## config.mk

```make
export PLATFORM = sky130hd
export DESIGN_NAME = circular_queue_with_search
export DESIGN_NICKNAME = d
export VERILOG_FILES = /design/src/hdl/cqs_pkg.sv /design/src/hdl/cqs_ctrl.sv /design/src/hdl/cqs_dp.sv /design/src/hdl/circular_queue_with_search.sv
export SDC_FILE = /design/constraint.sdc
export NUM_CORES = 1
export LEC_CHECK = 0
export BUFFER_PORTS_ARGS = -buffer_cell sky130_fd_sc_hd__clkbuf_2
export CAP_MARGIN = 30
export CORE_UTILIZATION = 45
export CTS_CLUSTER_DIAMETER = 100
export CTS_CLUSTER_SIZE = 30
export DETAILED_ROUTE_END_ITERATION = 6
export PLACE_DENSITY = 0.71
export RECOVER_POWER = 25
export SYNTH_ARGS = -nofsm -noshare
export SYNTH_HDL_FRONTEND = slang
export SYNTH_SLANG_ARGS = --single-unit
```

## constraint.sdc

```tcl
create_clock -name clk -period 5.07 [get_ports clk]
set_input_delay 1.014 -clock clk [delete_from_list [all_inputs] [get_ports clk]]
set_output_delay 1.014 -clock clk [all_outputs]
set_load 0.05 [all_outputs]
```

## src/hdl/cqs_pkg.sv

```systemverilog
// cqs_pkg: types and codes shared by the circular queue with search.
// No dependencies.
`default_nettype none

package cqs_pkg;

  localparam logic [1:0] REQ_ENQ    = 2'd0;
  localparam logic [1:0] REQ_DEQ    = 2'd1;
  localparam logic [1:0] REQ_SEARCH = 2'd2;

  localparam logic [1:0] STAT_OK       = 2'd0;
  localparam logic [1:0] STAT_FULL     = 2'd1;
  localparam logic [1:0] STAT_EMPTY    = 2'd2;
  localparam logic [1:0] STAT_NOTFOUND = 2'd3;

  typedef struct packed {
    logic        [1:0]  req_type;
    logic signed [31:0] value_in;
  } in_item_t;

  typedef struct packed {
    logic        [1:0]  status;
    logic signed [31:0] value_out;
    logic        [3:0]  position;
  } out_item_t;

  typedef enum logic [2:0] {
    S_IDLE,
    S_DECODE,
    S_DEQ,
    S_SCAN,
    S_REPLY
  } state_t;

  typedef struct packed {
    logic       latch;
    logic       rd_en;
    logic       scan_start;
    logic       scan_step;
    logic       enq_write;
    logic       deq_pop;
    logic       res_load;
    logic [1:0] res_status;
    logic       res_data;
    logic       res_pos;
    logic       out_load;
  } cmd_t;

  typedef struct packed {
    logic [1:0] req_type;
    logic       full;
    logic       empty;
    logic       match;
    logic       last;
    logic       out_free;
  } sts_t;

endpackage

`default_nettype wire

```

## src/hdl/cqs_ctrl.sv

```systemverilog
// cqs_ctrl: request sequencer for the circular queue.
// Depends on cqs_pkg; drives cqs_dp through cmd_t, watches sts_t.
`default_nettype none

module cqs_ctrl (
  input  wire          clk,
  input  wire          rst_n,
  input  wire          in_valid,
  output logic         in_stall,
  input  wire cqs_pkg::sts_t sts,
  output cqs_pkg::cmd_t cmd
);
  import cqs_pkg::*;

  state_t state_r, state_nxt;

  always_ff @(posedge clk) begin
    if (!rst_n) begin
      state_r <= S_IDLE;
    end else begin
      state_r <= state_nxt;
    end
  end

  always_comb begin
    state_nxt = state_r;
    unique case (state_r)
      S_IDLE: begin
        if (in_valid) state_nxt = S_DECODE;
      end
      S_DECODE: begin
        unique case (sts.req_type)
          REQ_DEQ: begin
            state_nxt = sts.empty ? S_REPLY : S_DEQ;
          end
          REQ_SEARCH: begin
            state_nxt = sts.empty ? S_REPLY : S_SCAN;
          end
          default: begin
            state_nxt = S_REPLY;
          end
        endcase
      end
      S_DEQ: begin
        state_nxt = S_REPLY;
      end
      S_SCAN: begin
        if (sts.match || sts.last) state_nxt = S_REPLY;
      end
      S_REPLY: begin
        if (sts.out_free) state_nxt = S_IDLE;
      end
      default: begin
        state_nxt = S_IDLE;
      end
    endcase
  end

  always_comb begin
    cmd      = '0;
    in_stall = (state_r != S_IDLE);
    unique case (state_r)
      S_IDLE: begin
        cmd.latch = in_valid;
      end
      S_DECODE: begin
        unique case (sts.req_type)
          REQ_ENQ: begin
            cmd.res_load = 1'b1;
            if (sts.full) begin
              cmd.res_status = STAT_FULL;
            end else begin
              cmd.enq_write  = 1'b1;
              cmd.res_status = STAT_OK;
            end
          end
          REQ_DEQ: begin
            if (sts.empty) begin
              cmd.res_load   = 1'b1;
              cmd.res_status = STAT_EMPTY;
            end else begin
              cmd.rd_en = 1'b1;
            end
          end
          REQ_SEARCH: begin
            if (sts.empty) begin
              cmd.res_load   = 1'b1;
              cmd.res_status = STAT_EMPTY;
            end else begin
              cmd.rd_en      = 1'b1;
              cmd.scan_start = 1'b1;
            end
          end
          default: begin
            cmd.res_load   = 1'b1;
            cmd.res_status = STAT_OK;
          end
        endcase
      end
      S_DEQ: begin
        cmd.deq_pop    = 1'b1;
        cmd.res_load   = 1'b1;
        cmd.res_status = STAT_OK;
        cmd.res_data   = 1'b1;
      end
      S_SCAN: begin
        priority if (sts.match) begin
          cmd.res_load   = 1'b1;
          cmd.res_status = STAT_OK;
          cmd.res_pos    = 1'b1;
        end else if (sts.last) begin
          cmd.res_load   = 1'b1;
          cmd.res_status = STAT_NOTFOUND;
        end else begin
          cmd.rd_en     = 1'b1;
          cmd.scan_step = 1'b1;
        end
      end
      S_REPLY: begin
        cmd.out_load = sts.out_free;
      end
      default: begin
        cmd = '0;
      end
    endcase
  end

endmodule

`default_nettype wire

```

## src/hdl/cqs_dp.sv

```systemverilog
// cqs_dp: slot memory, head/tail/occupancy, scan counter and output register.
// Depends on cqs_pkg; commanded by cqs_ctrl.
`default_nettype none

module cqs_dp #(
  parameter int DEPTH = 8
) (
  input  wire               clk,
  input  wire               rst_n,
  input  wire cqs_pkg::in_item_t in_item,
  input  wire cqs_pkg::cmd_t     cmd,
  output cqs_pkg::sts_t     sts,
  output logic              out_valid,
  input  wire               out_stall,
  output cqs_pkg::out_item_t out_item
);
  import cqs_pkg::*;

  localparam int AW = (DEPTH > 1) ? $clog2(DEPTH) : 1;
  localparam int CW = $clog2(DEPTH + 1);
  localparam int PW = (CW + 1 > 4) ? CW + 1 : 4;

  logic signed [31:0] mem [DEPTH];

  in_item_t           req_r;
  logic [AW-1:0]      head_r, tail_r, scan_idx_r;
  logic [CW-1:0]      occ_r, scan_k_r;
  logic signed [31:0] rd_data_r;
  logic [1:0]         res_status_r;
  logic signed [31:0] res_vout_r;
  logic [3:0]         res_pos_r;
  logic               out_valid_r;
  out_item_t          out_item_r;

  logic [AW-1:0]      head_wrap, tail_wrap, scan_wrap, rd_addr;
  logic [PW-1:0]      pos_wide;

  function automatic logic [AW-1:0] wrap_inc(input logic [AW-1:0] idx);
    return (idx == AW'(DEPTH - 1)) ? '0 : idx + AW'(1);
  endfunction

  assign head_wrap = wrap_inc(head_r);
  assign tail_wrap = wrap_inc(tail_r);
  assign scan_wrap = wrap_inc(scan_idx_r);
  assign rd_addr   = cmd.scan_step ? scan_wrap : head_r;
  assign pos_wide  = PW'(scan_k_r) + PW'(1);

  always_comb begin
    sts.req_type = req_r.req_type;
    sts.full     = (occ_r == CW'(DEPTH));
    sts.empty    = (occ_r == '0);
    sts.match    = (rd_data_r == req_r.value_in);
    sts.last     = (pos_wide == PW'(occ_r));
    sts.out_free = !out_valid_r || !out_stall;
  end

  always_ff @(posedge clk) begin
    if (cmd.enq_write) mem[tail_r] <= req_r.value_in;
    if (cmd.rd_en)     rd_data_r   <= mem[rd_addr];
  end

  always_ff @(posedge clk) begin
    if (cmd.latch) req_r <= in_item;
    if (cmd.scan_start) begin
      scan_idx_r <= head_r;
      scan_k_r   <= '0;
    end else if (cmd.scan_step) begin
      scan_idx_r <= scan_wrap;
      scan_k_r   <= scan_k_r + CW'(1);
    end
    if (cmd.res_load) begin
      res_status_r <= cmd.res_status;
      res_vout_r   <= cmd.res_data ? rd_data_r : 32'sd0;
      res_pos_r    <= cmd.res_pos ? pos_wide[3:0] : 4'd0;
    end
    if (cmd.out_load) begin
      out_item_r.status    <= res_status_r;
      out_item_r.value_out <= res_vout_r;
      out_item_r.position  <= res_pos_r;
    end
  end

  always_ff @(posedge clk) begin
    if (!rst_n) begin
      head_r      <= '0;
      tail_r      <= '0;
      occ_r       <= '0;
      out_valid_r <= 1'b0;
    end else begin
      if (cmd.enq_write) begin
        tail_r <= tail_wrap;
        occ_r  <= occ_r + CW'(1);
      end else if (cmd.deq_pop) begin
        head_r <= head_wrap;
        occ_r  <= occ_r - CW'(1);
      end
      if (cmd.out_load) begin
        out_valid_r <= 1'b1;
      end else if (!out_stall) begin
        out_valid_r <= 1'b0;
      end
    end
  end

  assign out_valid = out_valid_r;
  assign out_item  = out_item_r;

endmodule

`default_nettype wire

```

## src/hdl/circular_queue_with_search.sv

```systemverilog
// Circular FIFO of signed words with enqueue, dequeue and key search.
// One request in flight. A search reads n entries through the single slot memory
// read port (n = match position, or occupancy on a miss). The next beat is
// accepted in the cycle after the result loads into the output register.
// Synchronous active-low reset empties the queue; slot contents are not cleared.
`default_nettype none

module circular_queue_with_search #(
  parameter int DEPTH = 8
) (
  input  wire                 clk,
  input  wire                 rst_n,
  input  wire                 in_valid,
  output logic                in_stall,
  input  wire cqs_pkg::in_item_t in_item,
  output logic                out_valid,
  input  wire                 out_stall,
  output cqs_pkg::out_item_t  out_item
);
  import cqs_pkg::*;

  cmd_t cmd;
  sts_t sts;

  cqs_ctrl u_ctrl (
    .clk      (clk),
    .rst_n    (rst_n),
    .in_valid (in_valid),
    .in_stall (in_stall),
    .sts      (sts),
    .cmd      (cmd)
  );

  cqs_dp #(
    .DEPTH (DEPTH)
  ) u_dp (
    .clk       (clk),
    .rst_n     (rst_n),
    .in_item   (in_item),
    .cmd       (cmd),
    .sts       (sts),
    .out_valid (out_valid),
    .out_stall (out_stall),
    .out_item  (out_item)
  );

endmodule

`default_nettype wire

```

==> results of run 1 <==
[synthesized netlist by cell type (6+ instances only)]
cell type                  instances  area (um^2)
sky130_fd_sc_hd__a32o_1           32          320
sky130_fd_sc_hd__ha_1             13          163
sky130_fd_sc_hd__xnor2_1          41          359
sky130_fd_sc_hd__nand2_1         150          563
sky130_fd_sc_hd__clkbuf_1         21         78.8
sky130_fd_sc_hd__and2_1           37          231
sky130_fd_sc_hd__a311oi_2         27          405
sky130_fd_sc_hd__dfxtp_1          18          360
sky130_fd_sc_hd__nand4_1           8         50.1
sky130_fd_sc_hd__nor2_1           24         90.1
sky130_fd_sc_hd__buf_2            15         75.1
sky130_fd_sc_hd__mux2i_1          36          360
sky130_fd_sc_hd__a21o_1           33          248
sky130_fd_sc_hd__a21oi_1          42          210
sky130_fd_sc_hd__nor3_1            9         45.0
sky130_fd_sc_hd__o21ai_0           6         30.0
sky130_fd_sc_hd__edfxtp_1        401        12000
[worst max-delay path: stages, from the launching register on]
cell	delay (ns)
sky130_fd_sc_hd__edfxtp_1	0.53
sky130_fd_sc_hd__xnor2_1	0.39
sky130_fd_sc_hd__nand4_1	0.19
sky130_fd_sc_hd__nor4_1	0.89
sky130_fd_sc_hd__nand2_1	0.35
sky130_fd_sc_hd__nand3b_1	0.18
sky130_fd_sc_hd__buf_4	0.19
sky130_fd_sc_hd__nand3_1	0.14
sky130_fd_sc_hd__o21ai_4	0.30
sky130_fd_sc_hd__buf_4	0.49
sky130_fd_sc_hd__a311oi_2	0.16
[registers in the layout, summed over array words and instances (netlist names), 3 cells and up]
signal           flops
u_ctrl.state_r       3
u_dp.head_r          3
u_dp.mem           256
u_dp.occ_r           4
u_dp.out_item       38
u_dp.rd_data_r      32
u_dp.req_r          32
u_dp.res_pos_r       4
u_dp.res_vout_r     32
u_dp.scan_idx_r      3
u_dp.scan_k_r        4
u_dp.tail_r          3
[stage by stage]
stage	setup WS, ns	hold WS (ns)	util (%)
finish	0.963	0.423	50.0
global route	0.733	0.427	50.0
CTS	1.01	0.431	50.1
detailed placement	1.03	0.406	48.6
global placement	1.10	0.403	48.6
floorplan	0.224	0.400	-
[cells by family after synthesis]
logic type | count (synthesis)
compound gates | 162
xor+xnor | 44
fa+ha+maj | 14
buf+inv | 50
flops | 419
mux | 39
simple gates | 252
[where the power goes]
part | switching, mW | internal [mW] | leakage (nW)
sequential | 0.0605 | 3.85 | 3.79
clock | 1.01 | 0.705 | 0.260
combinational | 0.128 | 0.0603 | 2.02
[worst min-delay path by stage]
stage	start	endpoint	slack [ns]	cells after the start
2_1_floorplan	u_dp.res_pos_r[0]	u_dp.out_item[0]	0.40	0
3_3_place_gp	u_dp.res_vout_r[31]	u_dp.out_item[35]	0.40	0
3_5_place_dp	u_dp.res_vout_r[27]	u_dp.out_item[31]	0.41	0
4_1_cts	u_dp.res_vout_r[27]	u_dp.out_item[31]	0.43	0
5_1_grt	u_dp.res_vout_r[5]	u_dp.out_item[9]	0.43	0
6_report	u_dp.res_vout_r[7]	u_dp.out_item[11]	0.42	0
[area by class of cell]
| cell class | count | area share, % |
|---|---|---|
| Clock inverter | 4 | 0.240 |
| Tap cell | 461 | 3.25 |
| Timing Repair Buffer | 99 | 3.29 |
| Clock buffer | 23 | 2.76 |
| Multi-Input combinational cell | 511 | 20.5 |
| Sequential cell | 419 | 69.8 |
| Inverter | 6 | 0.127 |
[routing by layer]
metal	track usage [%]	share of wire [%]	up-vias
met5	0	0	-
met4	5.25	2.7	0
met3	2.78	6.2	54
met2	30.5	49	265
met1	25.0	42	4283
li1	-	-	3857
==> flow_results.org, run 1 <==
** Setup path
- Arrival time at the worst endpoint :: 4.37 ns
- The worst register-to-register path has a setup slack of 0.96 ns.
- Startpoint type of the worst setup path :: flip-flop
- Critical path capture point :: u_dp.rd_data_r[5]
- The worst setup path is captured at a flip-flop.
- RR Endpoint :: u_dp.rd_data_r[5]
- Counting cells, the worst reg-to-reg path comes to 10.
- The worst register-to-register path begins at u_dp.req_r[12].
- Critical path type :: reg2reg
- Crit path max fanout :: 19
- The most critical setup path has its startpoint at u_dp.req_r[12].
- Critical path required time :: 5.33 ns

** STA
- For the pin with the worst max-slew slack, the measured transition is 0.991 ns.
- On the final layout, the worst clock skew is 0.0236 ns.
- The final critical path takes up 81.0% of the cycle.
- Headroom to the max-slew limit came out at 33.4%.
- F_max :: 243 MHz
- Setup repair after global routing missed its margin :: no
- The total count of hold-check failures in the final report is 0.
- Total setup violations reported at the end of the flow :: 0
- The max-slew violation total from the final report came to 0.
- Total Neg Setup Slack :: 0 ns
- The worst path needs 4.11 ns of the cycle, external delays included.

** Status
- The flow ran to the end, and the final reports show no timing, DRC or antenna violations.

** Job
- The tool flagged a number of max-cap violations equal to 0.

** Power and ir drop
- The worst-case IR drop observed on VDD is 0.000198 V.
- Power spread over the standard cell area amounts to 328 mW/mm^2.
- Leakage component of the power :: 6.08 nW
- Total power after layout :: 5.82 mW

** Routing
- The detailed router finished its first iteration with 760 violations.
- In the final routed layout, each cell accounts on average for 21.8 um.
- Routed Antenna Nets :: 0
- The routed layout has 8459 vias.
- After detailed routing, the number of remaining DRC violations is 0.
- After detailed routing, the number of vias per cell comes to 5.55.
- First drt pass iteration count :: 5
- Total Wirelength :: 33.3 mm

** Yosys
- Summing the areas of all xor and xnor instances in the mapped netlist gives 2.43% of the synthesized area.
- Flip-flop and latch count after synthesis :: 419
- Adder-Cell Fraction of Synth Area :: 1.13%
- The netlist uses 52 different library cells.
- Net count of the mapped netlist :: 1032
- Syn_area_per_cell :: 16.5 um^2
- Summing every instance area after synthesis gives 0.0162 mm^2.
- Synthesized instance count :: 980
- Sequential-to-total area share from yosys stat :: 76.6%
- Ys flop type :: sky130_fd_sc_hd__edfxtp_1
- After synthesis, the largest family of logic cells by area is compound AO/OA/AOI/OAI gates.
- Counting flops with an async set or reset pin after synthesis yields a share of 0%.
- Warning count from the yosys run :: 0
- Of the post-synthesis cell area, the part taken by muxes is 2.47%.
- Counting flops with a built-in enable in the synthesized netlist gives 401.
- Simple logic cell fraction of the synthesized area :: 7.00%
- The synthesized netlist devotes 8.67% of its cell area to compound gates.

** CTS
- The clock drives 419 sinks.
- Setup fix buffers added after clock tree synthesis :: 0
- The clock passes through at most 3 buffers.
- Inserted Clock Buffers :: 18
- Number of H-tree levels :: 1
- CTS root buf :: sky130_fd_sc_hd__clkbuf_16
- TritonCTS built the clock tree.
- Insertion delay to the later sink of the worst-skew pair :: 0.54 ns
- Count of hold buffers inserted by post-cts repair :: 0
- Resized Gates After CTS :: 0
- Post-CTS clock slew at the launch and capture registers of the worst setup and hold paths :: 0.11 ns

** Placed design
- Placed insts :: 1496
- DPL Wire Length :: 19.0 mm
- Last weighted congestion value of the routability-driven placer :: 0.768
- # port buffers :: 77
- Cell area reported after detailed placement :: 0.0172 mm^2

** Cells and area
- Commonest non-fill, non-tap cell in the layout :: sky130_fd_sc_hd__edfxtp_1
- Final cell count without fillers :: 1523
- Number of filler instances in the final layout :: 2915
- Once layout is done, the placed cells without fillers occupy 0.0178 mm^2.
- Multi-input gate area :: 0.00364 mm^2
- Area added between synthesis and finish :: 9.65%
- The repair_antennas step left the layout with diodes totalling 0.
- Summing all flip-flop and latch instances after layout gives 0.0124 mm^2.
- Final net count :: 1107
- Highest-count cells in the layout ignoring fill and taps :: 401 x sky130_fd_sc_hd__edfxtp_1, 150 x sky130_fd_sc_hd__nand2_1, 64 x sky130_fd_sc_hd__clkbuf_2
- Share of layout cells above drive strength 1 :: 15.2%

** Die
- Floorplan die height :: 192 um
- The floorplan has 69 rows.
- Width of the die :: 192 um
- The core region is 0.0355 mm^2.
- Area of the die :: 0.0368 mm^2
- Once the floorplan was initialized, standard cells occupied 45.6% of the core.
- Boundary pin count :: 78

** GRT
- Wire length of the first global-routing pass :: 50.1 mm
- GRT overflow :: 0
- Entering global routing, the biggest net connects 129 pins.
- All-layer global routing usage :: 18.3%
- Via count of the first global-routing pass :: 8412
- Initial antenna violation count :: 0

** Worst hold path
- The min-delay analysis places its worst path in the category reg2reg.
No activity file was read; power rests on OpenSTA's default activity.
==> run 2: changes to the inputs <==
Settings changed: ABC_AREA set to 1, PLACE_DENSITY 0.71 to 0.68.
Clock period 5.07 ns to 4.1 ns, I/O delays scaled along.
==> run 2 against run 1 <==
  * Via count up 31%
  * Sequential power increased by 29%
  * Largest power group unchanged
  * Core utilization increased by 0.072 points
  * Non-clock buffer count is 9 higher
  * Synthesized cell count increased by 61%
  * Critical path type unchanged
==> flow_results.org, run 2 <==
** Die
- Area of the die :: 0.0402 mm^2
- The region available for standard cell placement spans 0.0387 mm^2.
- Width of the die :: 201 um
- Cell row count :: 72
- The initial utilization of the core area, before any placement, comes to 45.8%.
- For this design the top-level I/O count stands at 78.
- From bottom edge to top edge, the die measures 201 um.

** CTS
- The tree is rooted in a sky130_fd_sc_hd__clkbuf_16.
- Sink count of the clock tree :: 419
- Post-CTS timing repair inserted 0 buffers for setup.
- After clock tree synthesis, the flow added hold-fix buffers numbering 0.
- Inserted Clock Buffers :: 18
- The longest clock path from root to sink contains 3 buffers.
- Insertion delay to the later sink of the worst-skew pair :: 0.54 ns
- CTS built an H-tree with a depth of 1.
- TritonCTS built the clock tree.
- Resized Gates After CTS :: 0
- Clock-pin slew was measured on the worst setup and hold paths at 0.11 ns.

** Yosys
- Ranked by total cell area, the synthesized netlist is headed by sky130_fd_sc_hd__edfxtp_1 68%, sky130_fd_sc_hd__nand3_1 7.5%, sky130_fd_sc_hd__nand2_1 6.8%.
- The number of nets handed over by synthesis was 1629.
- After synthesis the cells add up to 0.0177 mm^2.
- Syn_area_per_cell :: 11.3 um^2
- Synthesized instance count :: 1577
- Counting instances in the post-synthesis netlist gives the leading cell types as 401 x sky130_fd_sc_hd__edfxtp_1, 321 x sky130_fd_sc_hd__nand2_1, 293 x sky130_fd_sc_hd__inv_1, 265 x sky130_fd_sc_hd__nand3_1, 69 x sky130_fd_sc_hd__nor2_1.
- The number of different library cells used by synthesis comes to 32.
- sky130_fd_sc_hd__edfxtp_1 takes more of the synthesized area than any other cell.
- Among all cell types in the netlist, the one instantiated most often is sky130_fd_sc_hd__edfxtp_1.
- The synthesized design contains 419 register bits.
- Summed over its instances, the top area cell type makes up 67.9% of the synthesized netlist area.
- Warning count from the yosys run :: 0
- The most used flip-flop cell after synthesis is sky130_fd_sc_hd__edfxtp_1.
- Async set or reset register ratio after synthesis :: 0%
- Number of synthesized flops with an enable pin :: 401
- Sequential-to-total area share from yosys stat :: 69.9%

** Setup path
- For this run, the slowest stage of the critical path takes 0.56 ns.
- STA puts the critical path data arrival time at 3.75 ns.
- STA classifies the critical path endpoint as a flip-flop.
- RR Endpoint :: u_dp.rd_data_r[14]
- Critical path type :: reg2reg
- Highest-delay cell along the critical path :: sky130_fd_sc_hd__edfxtp_1
- In this run the critical register-to-register path is launched from u_dp.req_r[20].
- Critical path required time :: 4.52 ns
- STA classifies the critical path startpoint as a flip-flop.
- Dominant cell type by count on the critical path :: sky130_fd_sc_hd__nand2_1
- Cells on worst reg2reg path :: 14
- Across all register-to-register paths, the minimum setup slack is 0.77 ns.
- Crit path max fanout :: 19
- Critical path cell sequence :: xnor2_1, nand2_1, nor2_1, nand2_1, nor2_1, nand2_1, nand3_2, inv_1, nand2_1, o21ai_2, inv_1, buf_12, nand2_1, nand2_1

** Routing
- Final routed DRC violation total :: 0
- For this run, the detailed router's first-pass iteration total came to 6.
- Routed Antenna Nets :: 0
- The detailed router finished its first iteration with 1106 violations.
- After detailed routing, the number of vias per cell comes to 5.13.
- Detailed-route via count :: 11100
- Total Wirelength :: 39.2 mm
- Routed WL per cell :: 18.1 um

** GRT
- In the global route stage, overall resource usage came out at 19.4%.
- GRT overflow :: 0
- Pin count of the biggest net entering global routing :: 76
- Wire length of the first global-routing pass :: 60.8 mm
- Via count of the first global-routing pass :: 10800
- Initial antenna violation count :: 0

** Cells and area
- For this run, the number of standard cells in the final layout without fillers is 2161.
- Leaving out fill and tap cells, the most frequent cell in the layout is sky130_fd_sc_hd__edfxtp_1.
- Flip-flop count of the largest register, all copies and words added :: 256
- Antenna diode count :: 0
- Highest-count cells in the layout ignoring fill and taps :: 401 x sky130_fd_sc_hd__edfxtp_1, 320 x sky130_fd_sc_hd__nand2_1, 293 x sky130_fd_sc_hd__inv_1
- Counting flops per register, the top entry is u_dp.mem.
- Number of filler instances in the final layout :: 3436
- Share of layout cells above drive strength 1 :: 9.19%
- Area added between synthesis and finish :: 9.42%
- Final net count :: 1688

** Placed design
- Last weighted congestion value of the routability-driven placer :: 0.797
- Placed insts :: 2134
- # port buffers :: 77
- The wire-length estimate of the detail-placed layout is 22.4 mm.

** STA
- On the final layout, the worst clock skew is 0.0172 ns.
- Based on the critical path, the design can be clocked at up to 300 MHz.
- Total Neg Setup Slack :: 0 ns
- For the pin with the worst max-slew slack, the measured transition is 0.875 ns.
- Final Hold Viols :: 0
- The max-slew violation total from the final report came to 0.
- For the finished layout, the period the worst path requires is 3.33 ns.
- The worst pin sits at a relative slew slack of 41.7%.
- Total setup violations reported at the end of the flow :: 0
- The worst path uses 81.3% of the clock period.
- Setup repair after global routing left no endpoint under its margin.

** Power and ir drop
- Share of total power in combinational logic :: 7.4%
- Maximum ir drop on the vdd rail :: 0.000236 V
- Sequential cell fraction of total power :: 64.8%
- Switch share :: 23.6%
- Power per cell area :: 403 mW/mm^2
- The clock network accounts for 27.8% of the total power.
- Leakage component of the power :: 8.02 nW
- Summed over all nets, the switching power comes to 1.84 mW.
- Cell internal power was estimated by the tool at 5.98 mW.

** Worst hold path
- Min-Delay Path Class :: reg2reg
- For hold timing, the worst endpoint is u_dp.out_item[13].
- Number of stages on the worst hold path :: 0
- The startpoint identified for the worst hold timing path is u_dp.res_vout_r[9].

** Job
- Max-cap violations in this run came to 0.

** Status
- The run finished with clean final reports.
-- run 2: cell type report --
class,count,area (um^2),area share (%)
sequential,419,12400,63.9
tap,518,648,3.34
timing repair buffer,108,741,3.82
multi-input combinational,795,3980,20.5
inverter,294,1100,5.68
clock inverter,3,35.0,0.180
clock buffer,24,504,2.60
-- run 2: through the flow --
| step | area (um^2) | setup WS [ns] | hold WS [ns] | total power, mW | util (%) |
|---|---|---|---|---|---|
| after floorplan | 17700 | 0.492 | 0.400 | 5.52 | - |
| after global placement | 18800 | 0.783 | 0.402 | 5.73 | 48.6 |
| after detailed placement | 18900 | 0.770 | 0.405 | 5.75 | 48.8 |
| after CTS | 19400 | 0.737 | 0.421 | 7.89 | 50.1 |
| after global routing | 19400 | 0.482 | 0.419 | 8.10 | 50.1 |
| final | 19400 | 0.765 | 0.414 | 7.82 | 50.1 |
-- run 2: logic make-up (layout without fill, tap and decap cells) --
family	after synthesis	in the layout	synth area share, %
AND/OR/NAND/NOR	702	702	17.7
flip-flops	419	419	69.9
buffers and inverters	363	429	8.26
AO/OA/AOI/OAI	47	47	1.45
XOR/XNOR	32	32	1.66
adder cells (fa/ha/maj)	14	14	1.03
-- run 2: critical path, delay by kind of cell (launching register included) --
kind	cells	cell delay [ns]
xor+xnor	1	0.21
buf+inv	3	1.01
flops	1	0.56
simple gates	9	1.36
compound gates	1	0.06
-- run 2: worst max path at each step --
stage                                 start                  to  slack (ns)  cells after the start
after floorplan           u_ctrl.state_r[0]   u_dp.rd_data_r[0]        0.49                      4
after global placement        u_dp.req_r[5]  u_dp.rd_data_r[18]        0.78                     14
after detailed placement     u_dp.req_r[16]  u_dp.rd_data_r[14]        0.77                     14
after CTS                    u_dp.req_r[16]  u_dp.rd_data_r[14]        0.74                     14
after global routing         u_dp.req_r[16]   u_dp.rd_data_r[9]        0.48                     14
final                        u_dp.req_r[20]  u_dp.rd_data_r[14]        0.77                     14
-- run 2: per-layer routing --
metal | vias up | track usage (%) | part of all wire, %
met5 | - | 0 | 0
met4 | 0 | 5.04 | 2.1
met3 | 49 | 2.39 | 6.8
met2 | 436 | 32.9 | 48
met1 | 5322 | 26.5 | 43
li1 | 5285 | - | -
-- run 2: power groups by stage --
| stage | Clock [mW] | Combinational, mW | Sequential (mW) |
|---|---|---|---|
| global placement | 0 | 0.571 | 5.16 |
| CTS | 2.23 | 0.588 | 5.07 |
| detailed placement | 0 | 0.585 | 5.17 |
| finish | 2.18 | 0.577 | 5.07 |
| global route | 2.37 | 0.635 | 5.09 |
| floorplan | 0 | 0.293 | 5.23 |
==> run 3: changes to the inputs <==
Settings changed: PLACE_DENSITY 0.68 to 0.71.
Clock period 4.1 ns to 2.9 ns, I/O delays scaled along.
==> run 3 against run 2 <==
  * Via count up 1.8%
  * Power is 42% higher
  * Non-clock buffer count is 53 higher
  * Die area is the same
  * Fmax increased by 20%
  * Wire length rose by 3.1%
  * Register-to-register slack got worse by 0.65 ns
  * Combinational power increased by 69%
  * Sequential share of layout area down 1.8 points
  * First-iteration DRC count fell by 3.4%
  * Critical endpoint is now u_dp.rd_data_r[25]
  * Largest power group unchanged
==> flow_results.org, run 3 (synthesis gave the netlist of run 2 again) <==
** STA
- Total Neg Setup Slack :: 0 ns
- For the final database, setup skew stands at 0.0405 ns.
- Setup violations remaining at the end of the flow were counted as 0.
- The total count of hold-check failures in the final report was 0.
- Worst path setup slack after routing :: 0.114 ns
- The worst path needs 2.79 ns of the cycle, external delays included.
- Final worst-path cycle share :: 96.1%
- Number of pins exceeding their max-slew limit in the final report :: 0
- Setup repair after global routing missed its margin :: no
- Timing would allow up to 359 MHz.
- Max-slew headroom :: 48.8%
- Pin slew with the least headroom to its limit :: 0.767 ns

** Setup path
- On the worst path, the slowest cell contributes a delay of 0.52 ns.
- Arrival time at the worst endpoint :: 3.08 ns
- Among all stages on the critical path, the largest delay is contributed by sky130_fd_sc_hd__edfxtp_1.
- Sort of element at the end of the critical path :: flip-flop
- The most numerous cell type found on the critical path is sky130_fd_sc_hd__nand2_1.
- Critical path type :: reg2reg
- Counting both buffers and inverters, the worst setup path holds a total of 3.
- The cell family contributing the most delay on the critical path is simple AND/OR/NAND/NOR gates.
- Along the worst path, the maximum fanout reaches 24.
- The signal on the critical path passes through xnor2_1, nand2_1, nor2_4, nand2_1, nor2_1, nand2_1, buf_4, nand4_1, buf_12, buf_6, nand3_1, nand3_1, nand2_1, nand2_1, nand2_1.
- For the worst setup path, the data required time is 3.20 ns.
- STA classifies the critical path startpoint as a flip-flop.

** CTS
- TritonCTS clock tree :: built
- Clock tree synthesis found a total of 419 sinks.
- Inserted Clock Buffers :: 18
- Insertion delay to the later sink of the worst-skew pair :: 0.56 ns
- CTS root buf :: sky130_fd_sc_hd__clkbuf_16
- The number of hold buffers added after CTS was 0.
- After clock tree synthesis, the clock-pin slew on the worst setup and hold paths is 0.11 ns.
- Number of H-tree levels :: 1
- In this run the deepest clock path goes through 3 buffers.

** Cells and area
- In the final layout, the multi-input gates occupy 0.00400 mm^2.
- The layout has 3292 filler cells.
- Final net count :: 1741
- Commonest non-fill, non-tap cell in the layout :: sky130_fd_sc_hd__edfxtp_1
- Registers take 0.0124 mm^2.
- Antenna diode count :: 0
- Highest-count cells in the layout ignoring fill and taps :: 401 x sky130_fd_sc_hd__edfxtp_1, 320 x sky130_fd_sc_hd__nand2_1, 293 x sky130_fd_sc_hd__inv_1
- Share of layout cells above drive strength 1 :: 11.5%
- Largest register by flop count :: u_dp.mem
- Flip-flop count of the largest register, all copies and words added :: 256
- Compared with the post-synthesis result, the final layout area differs by 12.6%.
- Once layout is done, the placed cells without fillers occupy 0.0200 mm^2.

** Power and ir drop
- Summed over all cells, the static leakage comes to 8.29 nW.
- Summing internal, switching and leakage power gives 11.1 mW.
- Maximum ir drop on the vdd rail :: 0.000398 V
- Power spread over the standard cell area amounts to 555 mW/mm^2.

** Routing
- For this run, design rule violations remaining after detail routing come to 0.
- Detailed-route via count :: 11300
- Routed Antenna Nets :: 0
- In the routed layout, each cell is associated on average with a via count of 5.10.
- For this block, the routed nets add up to 40.4 mm of wire.
- DRT iter0 DRCs :: 1068
- Routed WL per cell :: 18.2 um
- First drt pass iteration count :: 5

** Die
- Width of the die :: 201 um
- Cell row count :: 72
- Boundary pin count :: 78
- The core region is 0.0387 mm^2.
- The die covers 0.0402 mm^2.
- The initial utilization of the core area, before any placement, comes to 45.8%.
- The die is 201 um tall.

** Placed design
- Summed over all nets, the half-perimeter wirelength after detailed placement is 22.7 mm.
- Cell area reported after detailed placement :: 0.0192 mm^2
- Last weighted congestion value of the routability-driven placer :: 0.840
- # port buffers :: 77
- Pre-CTS setup slack :: -0.0640 ns

** GRT
- The first global-routing pass estimated 62.0 mm of wire.
- Met1 capacity usage during global routing :: 26.4%
- The number of antenna violations at the first check in global routing is 0.
- All-layer global routing usage :: 19.9%
- In the global route stage, met3 resource usage came out at 2.14%.
- GRT overflow :: 0
- For this run, global-route usage on met2 was measured as 34.2%.
- Global routing's busiest layer :: met2
- Entering global routing, the biggest net connects 61 pins.
- The via count of the first global-routing pass is 11000.

** Job
- The tool flagged a number of max-cap violations equal to 0.

** Status
- The flow ran to the end, and the final reports show no timing, DRC or antenna violations.

** Worst hold path
- In this run the worst hold path is classified as in2reg.
==> run 3: changes by cell type in the layout (fill, tap and decap cells not counted), moves of 2 or more <==
cell and delta:
sky130_fd_sc_hd__nor2_1 -4, sky130_fd_sc_hd__buf_12 +14, sky130_fd_sc_hd__clkbuf_4 +2, sky130_fd_sc_hd__buf_4 +17, sky130_fd_sc_hd__buf_6 +5, sky130_fd_sc_hd__nor2_2 +3
sky130_fd_sc_hd__clkbuf_2 +3, sky130_fd_sc_hd__clkbuf_1 +14
==> run 3: worst paths after layout <==
kind	from	end	slack, ns	cells after the start
worst min-delay path	in_item[10]	u_dp.req_r[10]	0.18	1
worst max register to register	u_dp.req_r[12]	u_dp.rd_data_r[25]	0.11	15
worst max-delay path	u_dp.req_r[12]	u_dp.rd_data_r[25]	0.11	15
worst min register to register	u_dp.res_vout_r[30]	u_dp.out_item[34]	0.43	0
==> run 3: layout make-up <==
type	instances	area share (%)
clock buffer	25	2.39
clock inverter	3	0.275
inverter	294	5.52
multi-input combinational	795	20.0
sequential	419	62.1
tap	518	3.24
timing repair buffer	161	6.50
==> run 3: repair_timing <==
action,4_1_cts,5_1_grt
setup endpoints to repair,31,32
gates resized for setup,2,13
setup buffers,1,22
cloned,0,2
==> run 3: worst register-to-register path, delay by kind of cell, from the launching register on <==
family,cells,cell delay (ns)
XOR/XNOR,1,0.20
buffers and inverters,3,0.59
flip-flops,1,0.52
AND/OR/NAND/NOR,11,1.22
==> run 3: stage by stage <==
| step | cells | utilization [%] | hold slack [ns] |
|---|---|---|---|
| 2_1_floorplan | 1577 | - | 0.400 |
| 3_3_place_gp | 2162 | 49.7 | 0.403 |
| 3_5_place_dp | 2162 | 49.7 | 0.405 |
| 4_1_cts | 2191 | 51.1 | 0.166 |
| 5_1_grt | 2215 | 51.6 | 0.158 |
| 6_report | 2215 | 51.6 | 0.182 |
==> run 3: report_power, final <==
part | switching, mW | internal, mW
Combinational | 0.675 | 0.301
Clock | 1.82 | 1.20
Sequential | 0.141 | 6.96
==> run 3: metal layers <==
layer  vias to the layer above  part of all wire (%)
met1                      5415                    41
met4                         0                   2.3
met3                        71                   6.9
met2                       418                    49
li1                       5389                     -
met5                         -                     0
